### config.mk
export PLATFORM = sky130hd
export DESIGN_NAME = pfc_front
export DESIGN_NICKNAME = d
export VERILOG_FILES = /design/src/rtl/pfc_pkg.sv /design/src/rtl/pfc_front.sv
export SDC_FILE = /design/constraint.sdc
export NUM_CORES = 1
export LEC_CHECK = 0
export BUFFER_PORTS_ARGS = -buffer_cell sky130_fd_sc_hd__buf_2
export CAP_MARGIN = 30
export CORE_UTILIZATION = 52
export DETAILED_ROUTE_END_ITERATION = 6
export PLACE_DENSITY = 0.88
export SETUP_SLACK_MARGIN = 0.05
export SLEW_MARGIN = 10
export SYNTH_ARGS = -nofsm -noshare
export SYNTH_HDL_FRONTEND = slang
export SYNTH_SLANG_ARGS = --single-unit
### constraint.sdc
create_clock -name clock -period 8.5 [get_ports clock]
set_clock_uncertainty 0.15 [all_clocks]
set_input_delay 0.425 -clock clock [delete_from_list [all_inputs] [get_ports clock]]
set_output_delay 0.425 -clock clock [all_outputs]
set_load 0.01 [all_outputs]
### src/rtl/pfc_pkg.sv
// Shared types and constants for the small-packet flow classifier.
`default_nettype none

package pfc_pkg;

   localparam int FLOW_W      = 10;
   localparam int TICK_W      = 32;
   localparam int TOTAL_W     = 48;
   localparam int CONF_W      = 8;
   localparam int OUTCOME_W   = 3;
   localparam int CSR_INDEX_W = 3;
   localparam int CSR_DATA_W  = 32;
   localparam int PERIOD_W    = 32;
   localparam int MINPK_W     = 32;
   localparam int LIMIT_W     = 16;
   localparam int MULT_W      = 8;
   localparam int CHUNK_W     = 16;
   localparam int QUEUE_DEPTH = 2;

   localparam logic [CONF_W-1:0] CONF_MAX = '1;

   // Result outcome codes.
   localparam logic [OUTCOME_W-1:0] OUTCOME_BYPASSED = 3'd0;
   localparam logic [OUTCOME_W-1:0] OUTCOME_SNAPSHOT = 3'd1;
   localparam logic [OUTCOME_W-1:0] OUTCOME_TRUSTED  = 3'd2;
   localparam logic [OUTCOME_W-1:0] OUTCOME_WAITING  = 3'd3;
   localparam logic [OUTCOME_W-1:0] OUTCOME_CLEARED  = 3'd4;
   localparam logic [OUTCOME_W-1:0] OUTCOME_RAISED   = 3'd5;
   localparam logic [OUTCOME_W-1:0] OUTCOME_HELD     = 3'd6;

   // Configuration register indexes.
   localparam logic [CSR_INDEX_W-1:0] CSR_ENABLE     = 3'd0;
   localparam logic [CSR_INDEX_W-1:0] CSR_PERIOD     = 3'd1;
   localparam logic [CSR_INDEX_W-1:0] CSR_MIN_PKTS   = 3'd2;
   localparam logic [CSR_INDEX_W-1:0] CSR_LEN_LIMIT  = 3'd3;
   localparam logic [CSR_INDEX_W-1:0] CSR_LOOSE_MULT = 3'd4;
   localparam logic [CSR_INDEX_W-1:0] CSR_TRUST      = 3'd5;

   typedef struct packed {
      logic [FLOW_W-1:0]  flow_index;
      logic               direction;
      logic [TICK_W-1:0]  now_tick;
      logic [TOTAL_W-1:0] total_packets;
      logic [TOTAL_W-1:0] total_bytes;
      logic               already_prioritized;
   } pfc_req_type;

   typedef struct packed {
      logic                 mark_flow;
      logic [OUTCOME_W-1:0] outcome;
      logic [CONF_W-1:0]    confidence;
   } pfc_rsp_type;

   // One classified word waiting in the queue between front and back.
   typedef struct packed {
      logic [FLOW_W-1:0]  flow_index;
      logic               direction;
      logic [TICK_W-1:0]  now_tick;
      logic [TOTAL_W-1:0] total_packets;
      logic [TOTAL_W-1:0] total_bytes;
      logic               out_of_range;
      logic               bypass;
   } pfc_work_type;

   typedef struct packed {
      logic                enable;
      logic [PERIOD_W-1:0] period_ticks;
      logic [MINPK_W-1:0]  min_packets;
      logic [LIMIT_W-1:0]  avg_len_limit;
      logic [MULT_W-1:0]   loose_multiplier;
      logic [CONF_W-1:0]   trust_level;
   } pfc_cfg_type;

endpackage

`default_nettype wire

### src/rtl/pfc_front.sv
// Front end: accepts request words, classifies them and queues them for the back end.
`default_nettype none

module pfc_front
   import pfc_pkg::*;
#(
   parameter int FLOW_ENTRIES = 1024
) (
   input  wire logic         clock,
   input  wire logic         reset,
   input  wire logic         req_valid,
   input  wire pfc_req_type  req_data,
   output logic              req_stall,
   input  wire logic         cfg_enable,
   input  wire logic         clearing,
   output logic              work_valid,
   output pfc_work_type      work_data,
   input  wire logic         work_pop
);

   localparam int PTR_W = (QUEUE_DEPTH > 1) ? $clog2(QUEUE_DEPTH) : 1;
   localparam int CNT_W = $clog2(QUEUE_DEPTH + 1);

   pfc_work_type queue_ff [QUEUE_DEPTH];
   logic [PTR_W-1:0] wr_ptr_ff, wr_ptr_in;
   logic [PTR_W-1:0] rd_ptr_ff, rd_ptr_in;
   logic [CNT_W-1:0] count_ff, count_in;
   pfc_work_type     entry;
   logic             push;

   // No words are taken while the back end sweeps its tables after reset.
   assign req_stall  = clearing || (count_ff == CNT_W'(QUEUE_DEPTH));
   assign push       = req_valid && !req_stall;
   assign work_valid = (count_ff != '0);
   assign work_data  = queue_ff[rd_ptr_ff];

   always_comb begin
      entry.flow_index    = req_data.flow_index;
      entry.direction     = req_data.direction;
      entry.now_tick      = req_data.now_tick;
      entry.total_packets = req_data.total_packets;
      entry.total_bytes   = req_data.total_bytes;
      entry.out_of_range  = (32'(req_data.flow_index) >= 32'(FLOW_ENTRIES));
      entry.bypass        = !cfg_enable || req_data.already_prioritized;
   end

   always_comb begin
      wr_ptr_in = wr_ptr_ff;
      rd_ptr_in = rd_ptr_ff;
      count_in  = count_ff;
      if (push) begin
         wr_ptr_in = (wr_ptr_ff == PTR_W'(QUEUE_DEPTH - 1)) ? '0 : wr_ptr_ff + 1'b1;
      end
      if (work_pop) begin
         rd_ptr_in = (rd_ptr_ff == PTR_W'(QUEUE_DEPTH - 1)) ? '0 : rd_ptr_ff + 1'b1;
      end
      if (push && !work_pop) begin
         count_in = count_ff + 1'b1;
      end else if (!push && work_pop) begin
         count_in = count_ff - 1'b1;
      end
   end

   always_ff @(posedge clock) begin
      if (reset) begin
         wr_ptr_ff <= '0;
         rd_ptr_ff <= '0;
         count_ff  <= '0;
      end else begin
         wr_ptr_ff <= wr_ptr_in;
         rd_ptr_ff <= rd_ptr_in;
         count_ff  <= count_in;
      end
   end

   always_ff @(posedge clock) begin
      if (push) begin
         queue_ff[wr_ptr_ff] <= entry;
      end
   end

endmodule

`default_nettype wire

==> impl_metrics.ini, run 1 <==
[pwr]
p_per_area_mw_per_mm2 = 216.6
switchingPower_mw = 0.6976
peakVddDrop_v = 0.0001725
power.share.sequential = 0.512
swShare = 0.2176
power_frac_clock = 0.358
comb_power_share = 0.130
p_int_mw = 2.508
leakagePower_nw = 5.781

[placed_design]
gp_congestion = 0.7525
place_area_sq_mm = 0.01249
port_buffers = 287
dp_hpwl_mm = 12.86

[cts]
insertion_delay_ns = 0.52
clock_sinks = 285
clkSlewWorstSetupHoldPaths_ns = 0.06
cts_tree = done
htreeDepth = 1
cts-root-buf = clkbuf_16
numCtsBuffers = 28
cts.path.max_buffers = 3
cts_setup_buffers = 0

[hold_path]
min_path_cells = 3
hold_path_class = in -> reg
hp-start = work_pop

[detailed_routing]
drc_errors = 0
vias_per_cell = 4.973
routed_wl_mm = 23.67
antenna_left = 0
wl_per_cell_um = 19.66
dr.pass1.iters = 4
first_iter_violations = 251
vias = 5988

[critical_path]
critPathCaptureType = flop
crit_fanout = 61
timing.rr.end = queue_ff[0][16]
cp.arrival_ns = 3.45
critical_path.startpoint_type = flop
critPathKind = reg -> reg
rrSetupSlack_ns = 5.04
cp_data_required_time_ns = 8.49
ff2ff_path_depth = 6
rr_startpoint = count_ff[0]

[global_routing]
grt_overflow = 0
track_usage = 0.2152
antenna_found_initial = 0
grt_first_pass_wirelength_mm = 35.02
grt_start_max_net_pins = 73
grt_pass1_vias = 6461

[die]
core_region_area_sq_mm = 0.02030
dieHeight_um = 145.9
io_pins = 289
chipWidth_um = 145.9
dieArea_sq_mm = 0.02129
std_cell_rows = 52
start_util = 0.5306

[sta]
slew_viol_final = 0
max_freq_mhz = 289.2
slew_headroom = 0.3942
max_slew.worst_pin.slew_ns = 0.9087
setup_viol = 0
setup_tns_ns = 0
finalHoldViolCount = 0
rsz0062_at_grt = false
period_share = 0.4068
fin_crit_ns = 3.458

[logic_synthesis]
ys_warn_count = 0
ys_seq_elements = 285
syn_avg_cell_area_sq_um = 23.11
synth_seq_area_share = 0.7900
syn_inst = 466
syn-num-nets = 613
ys_types = 24
synth_area_sq_mm = 0.01077

[finish]
fin_area_sq_mm = 0.01480
final.fill_count = 1163
diodes = 0
area_growth_syn_to_layout_pct = 37.41
final_nets = 1062
drive_above_1_share = 0.5107

[job]
cap_viol_max_count = 0

[status]
status = finished, final reports clean
## per-stage QoR
stage          total power [mW]  setup WS (ns)  std cells    util  hold slack, ns
2_1_floorplan             1.896         0.7617        466       -          0.3108
3_3_place_gp              2.007          4.753       1011  0.6124          0.3294
3_5_place_dp              2.022          4.641       1013  0.6151          0.3470
4_1_cts                   3.205          4.783       1202  0.7263         0.04919
5_1_grt                   3.304          4.874       1204  0.7290         0.08911
6_report                  3.206          5.042       1204  0.7290         0.09674
## Yosys cell counts (all sizes together)
master	count	area share
mux2	140	0.18
and3	1	0.00058
nand2b	4	0.0023
or2	1	0.00058
or3	1	0.00058
buf	17	0.015
ha	1	0.0012
a21oi	1	0.00046
and2	1	0.00058
conb	1	0.00035
dfxtp	5	0.0093
edfxtp	280	0.78
xnor2	1	0.00081
o21ai	2	0.00093
xor2	2	0.0016
inv	1	0.00035
nor2	4	0.0014
nor2b	2	0.0012
nand3	1	0.00046
## how the worst max path moves through the flow
stage                            from               to  slack [ns]
after CTS                 count_ff[0]  queue_ff[0][86]        4.78
after global placement       clearing  queue_ff[0][12]        4.75
after detailed placement     clearing  queue_ff[0][53]        4.64
after global routing      count_ff[0]  queue_ff[0][16]        4.87
after floorplan             req_valid   queue_ff[0][0]        0.76
final                     count_ff[0]  queue_ff[0][16]        5.04
## power by group through the flow
stage	clock network (mW)	registers (mW)	logic, mW
after global routing	1.22	1.65	0.436
after CTS	1.16	1.64	0.405
final	1.15	1.64	0.415
after detailed placement	0	1.67	0.351
after global placement	0	1.67	0.341
after floorplan	0	1.67	0.221
## registers in the layout, indices dropped and copies added, names as in the netlist, named ones only
signal / flops
wr_ptr_ff: 1
rd_ptr_ff: 1
queue_ff: 280
count_ff: 2
## cell families after synthesis
kind of cell / synth area share
DFF: 0.7900
muxes: 0.1812
buffers and inverters: 0.01580
and+or+nand+nor: 0.007667
AOI/OAI and AO/OA: 0.001393
xor gates and xnor gates: 0.002440
adders and majority gates: 0.001162
other: 0.0003482
## critical path: stages (launching register included)
cell      delay [ns]
dfxtp_1         0.40
nand2b_1        0.22
and2_1          0.23
nor2b_4         0.45
buf_16          0.23
buf_4           0.55
buf_4           0.78
## cell usage in the layout (no fill, tap or decap), types with 2 or more instances in the layout
master         synthesis  final
dlygate4sd3_1          0    140
clkbuf_16              0     29
buf_2                  4    287
clkbuf_8               0      2
edfxtp_1             280    280
dfxtp_1                5      4
mux2_2                40     40
clkinv_2               0      4
clkinv_1               0      5
clkbuf_1               0      7
mux2_4               100    100
nand2b_1               4      4
nor2_1                 4      4
xor2_1                 2      2
buf_16                 0      4
buf_4                  1      5
## metal layers
metal | GRT usage | up-vias | wire length [um]
met5 | 0 | - | 0
met4 | 0.06000 | 0 | 526
met3 | 0.03542 | 36 | 1239
met2 | 0.4146 | 246 | 12990
met1 | 0.2435 | 2964 | 8922
li1 | - | 2742 | -
## cell type report
type                            count  area [sq um]  area share
Timing Repair Buffer              436          2985      0.2017
Multi-Input combinational cell    163          2105      0.1422
Inverter                            1         3.754   0.0002536
Clock inverter                     11         76.32    0.005157
Sequential cell                   285          8512      0.5752
Tap cell                          270         337.8     0.02283
Clock buffer                       38         779.5     0.05267
## timing repair
item / in CTS / in global routing
hold buffers: 140 / 0
endpoints found under the hold margin: 282 / 0
gates resized for setup: 0 / 0
No activity file was read; power rests on OpenSTA's default activity.
==> run 2: changes to the inputs <==
==> constraint.sdc (replaced) <==
create_clock -name clock -period 3.5 [get_ports clock]
set_clock_uncertainty 0.15 [all_clocks]
set_input_delay 0.175 -clock clock [delete_from_list [all_inputs] [get_ports clock]]
set_output_delay 0.175 -clock clock [all_outputs]
set_load 0.01 [all_outputs]
==> impl_metrics.ini, run 2 (synthesized netlist as in run 1, its figures left out) <==
[status]
status = finished, final reports clean

[sta]
slew_viol_final = 0
finalHoldViolCount = 0
fin_hold_ws_ns = 0.1874
period_share = 0.7397
setup_tns_ns = 0
max_slew.worst_pin.slew_ns = 0.5979
max_freq_mhz = 386.3
fin_crit_ns = 2.589
slew_headroom = 0.6006
rsz0062_at_grt = false
setup_viol = 0

[critical_path]
critPathKind = reg -> out
critPathCaptureType = output port
crit_chain = buf_12 -> mux2_4 -> buf_2
rr_startpoint = count_ff[0]
cp_data_required_time_ns = 3.17
critPathBufInv = 2
crit_fanout = 56
slowest_delay_ns = 0.73
critical_path.startpoint_type = flop
slowest_stage = dfxtp_4
cp.arrival_ns = 2.26
timing.rr.end = queue_ff[0][74]
ff2ff_path_depth = 4
critical_path.top_delay_family = flip-flops
rrSetupSlack_ns = 1.21

[hold_path]
hp-start = req_valid
hold_path_class = in -> reg
min_to = wr_ptr_ff
min_path_cells = 4

[cts]
insertion_delay_ns = 0.53
cts_resized = 0
clock_sinks = 285
cts_setup_buffers = 0
cts_tree = done
numCtsBuffers = 28
cts.path.max_buffers = 3
cts-root-buf = clkbuf_16
clkSlewWorstSetupHoldPaths_ns = 0.07
htreeDepth = 1

[detailed_routing]
dr.pass1.iters = 4
vias_per_cell = 4.954
vias = 6009
drc_errors = 0
wl_per_cell_um = 19.43
first_iter_violations = 298
antenna_left = 0
routed_wl_mm = 23.57

[pwr]
power.share.sequential = 0.495
p_per_area_mw_per_mm2 = 539.9
swShare = 0.2140
p_int_mw = 6.338
leakagePower_nw = 5.846
peakVddDrop_v = 0.0004738
comb_power_share = 0.124
switchingPower_mw = 1.726
power_frac_clock = 0.381

[finish]
final_nets = 1067
reg_top3 = queue_ff: 280 flops, count_ff: 2 flops
layout_common_cells = buf_2, edfxtp_1, dlygate4sd3_1, mux2_4, mux2_2
mostFrequentLayoutCell = buf_2
area_growth_syn_to_layout_pct = 38.67
drive_above_1_share = 0.5085
largest_reg_flops = 280
regMostFlops = queue_ff

[job]
cap_viol_max_count = 0

[die]
dieArea_sq_mm = 0.02129
std_cell_rows = 52
core_region_area_sq_mm = 0.02030
chipWidth_um = 145.9
start_util = 0.5306
io_pins = 289
dieHeight_um = 145.9

[global_routing]
grt_first_pass_wirelength_mm = 34.93
grt_overflow = 0
grt_start_max_net_pins = 81
track_usage = 0.2168
antenna_found_initial = 1
grt_pass1_vias = 6529

[placed_design]
dp_hpwl_mm = 12.89
gp_congestion = 0.7470
port_buffers = 287
==> run 2: cell count changes in the layout (fill, tap and decap cells not counted), moves of 2 or more <==
cell	before	now
buf_16	4	0
dlygate4sd3_1	140	146
clkbuf_8	2	0
clkbuf_1	7	2
buf_4	5	3
clkinv_1	5	10
bufinv_16	1	5
buf_12	0	5
==> run 2: power by group through the flow <==
stage          Clock [mW]  Combinational [mW]  Sequential (mW)
2_1_floorplan           0               0.539             4.04
3_3_place_gp            0               0.825             4.05
3_5_place_dp            0               0.845             4.06
4_1_cts              3.09               0.980             3.99
5_1_grt              3.25                1.05             4.01
6_report             3.07               0.998             4.00
==> run 2: timing repair <==
item | in CTS | in global routing
setup endpoints to repair | 0 | 0
endpoints found under the hold margin | 285 | 0
hold buffers | 146 | 0
==> run 2: worst min-delay path, delay by kind of cell <==
family / cells / cell delay [ns]
compound gates: 1 / 0.19
buf+inv: 1 / 0.10
simple gates: 2 / 0.36
==> run 2: layout make-up <==
| class | instances | area (sq um) |
|---|---|---|
| Antenna cell | 1 | 2.502 |
| Clock buffer | 31 | 733.2 |
| Clock inverter | 21 | 221.5 |
| Fill cell | 1144 | 5364 |
| Inverter | 1 | 3.754 |
| Multi-Input combinational cell | 163 | 2105 |
| Sequential cell | 285 | 8512 |
| Tap cell | 270 | 337.8 |
| Timing Repair Buffer | 441 | 3020 |
==> run 2: layer usage <==
| layer | vias to the layer above | track usage | share of wire |
|---|---|---|---|
| li1 | 2757 | - | - |
| met3 | 47 | 0.04389 | 0.062 |
| met4 | 0 | 0.06526 | 0.026 |
| met2 | 255 | 0.4146 | 0.55 |
| met1 | 2950 | 0.2405 | 0.37 |
| met5 | - | 0 | 0 |
==> run 2: worst max path at each step <==
stage,from,endpoint,slack (ns),depth (start not counted)
after floorplan,count_ff[0],queue_ff[0][0],0.11,3
after global placement,count_ff[0],queue_ff[0][73],1.38,4
after detailed placement,count_ff[0],queue_ff[0][69],1.30,4
after CTS,flop,work_data[95],0.91,3
after global routing,flop,work_data[100],0.85,3
final,flop,work_data[95],0.91,3
==> run 2: through the flow <==
stage | setup slack [ns] | cells | power [mW] | util | area, sq um
floorplan | 0.1135 | 466 | 4.580 | - | 10780
CTS | 0.9064 | 1212 | 8.065 | 0.7356 | 14930
global placement | 1.381 | 1014 | 4.877 | 0.6166 | 12520
global route | 0.8498 | 1213 | 8.304 | 0.7358 | 14940
finish | 0.9111 | 1213 | 8.064 | 0.7358 | 14940
detailed placement | 1.296 | 1014 | 4.908 | 0.6166 | 12520
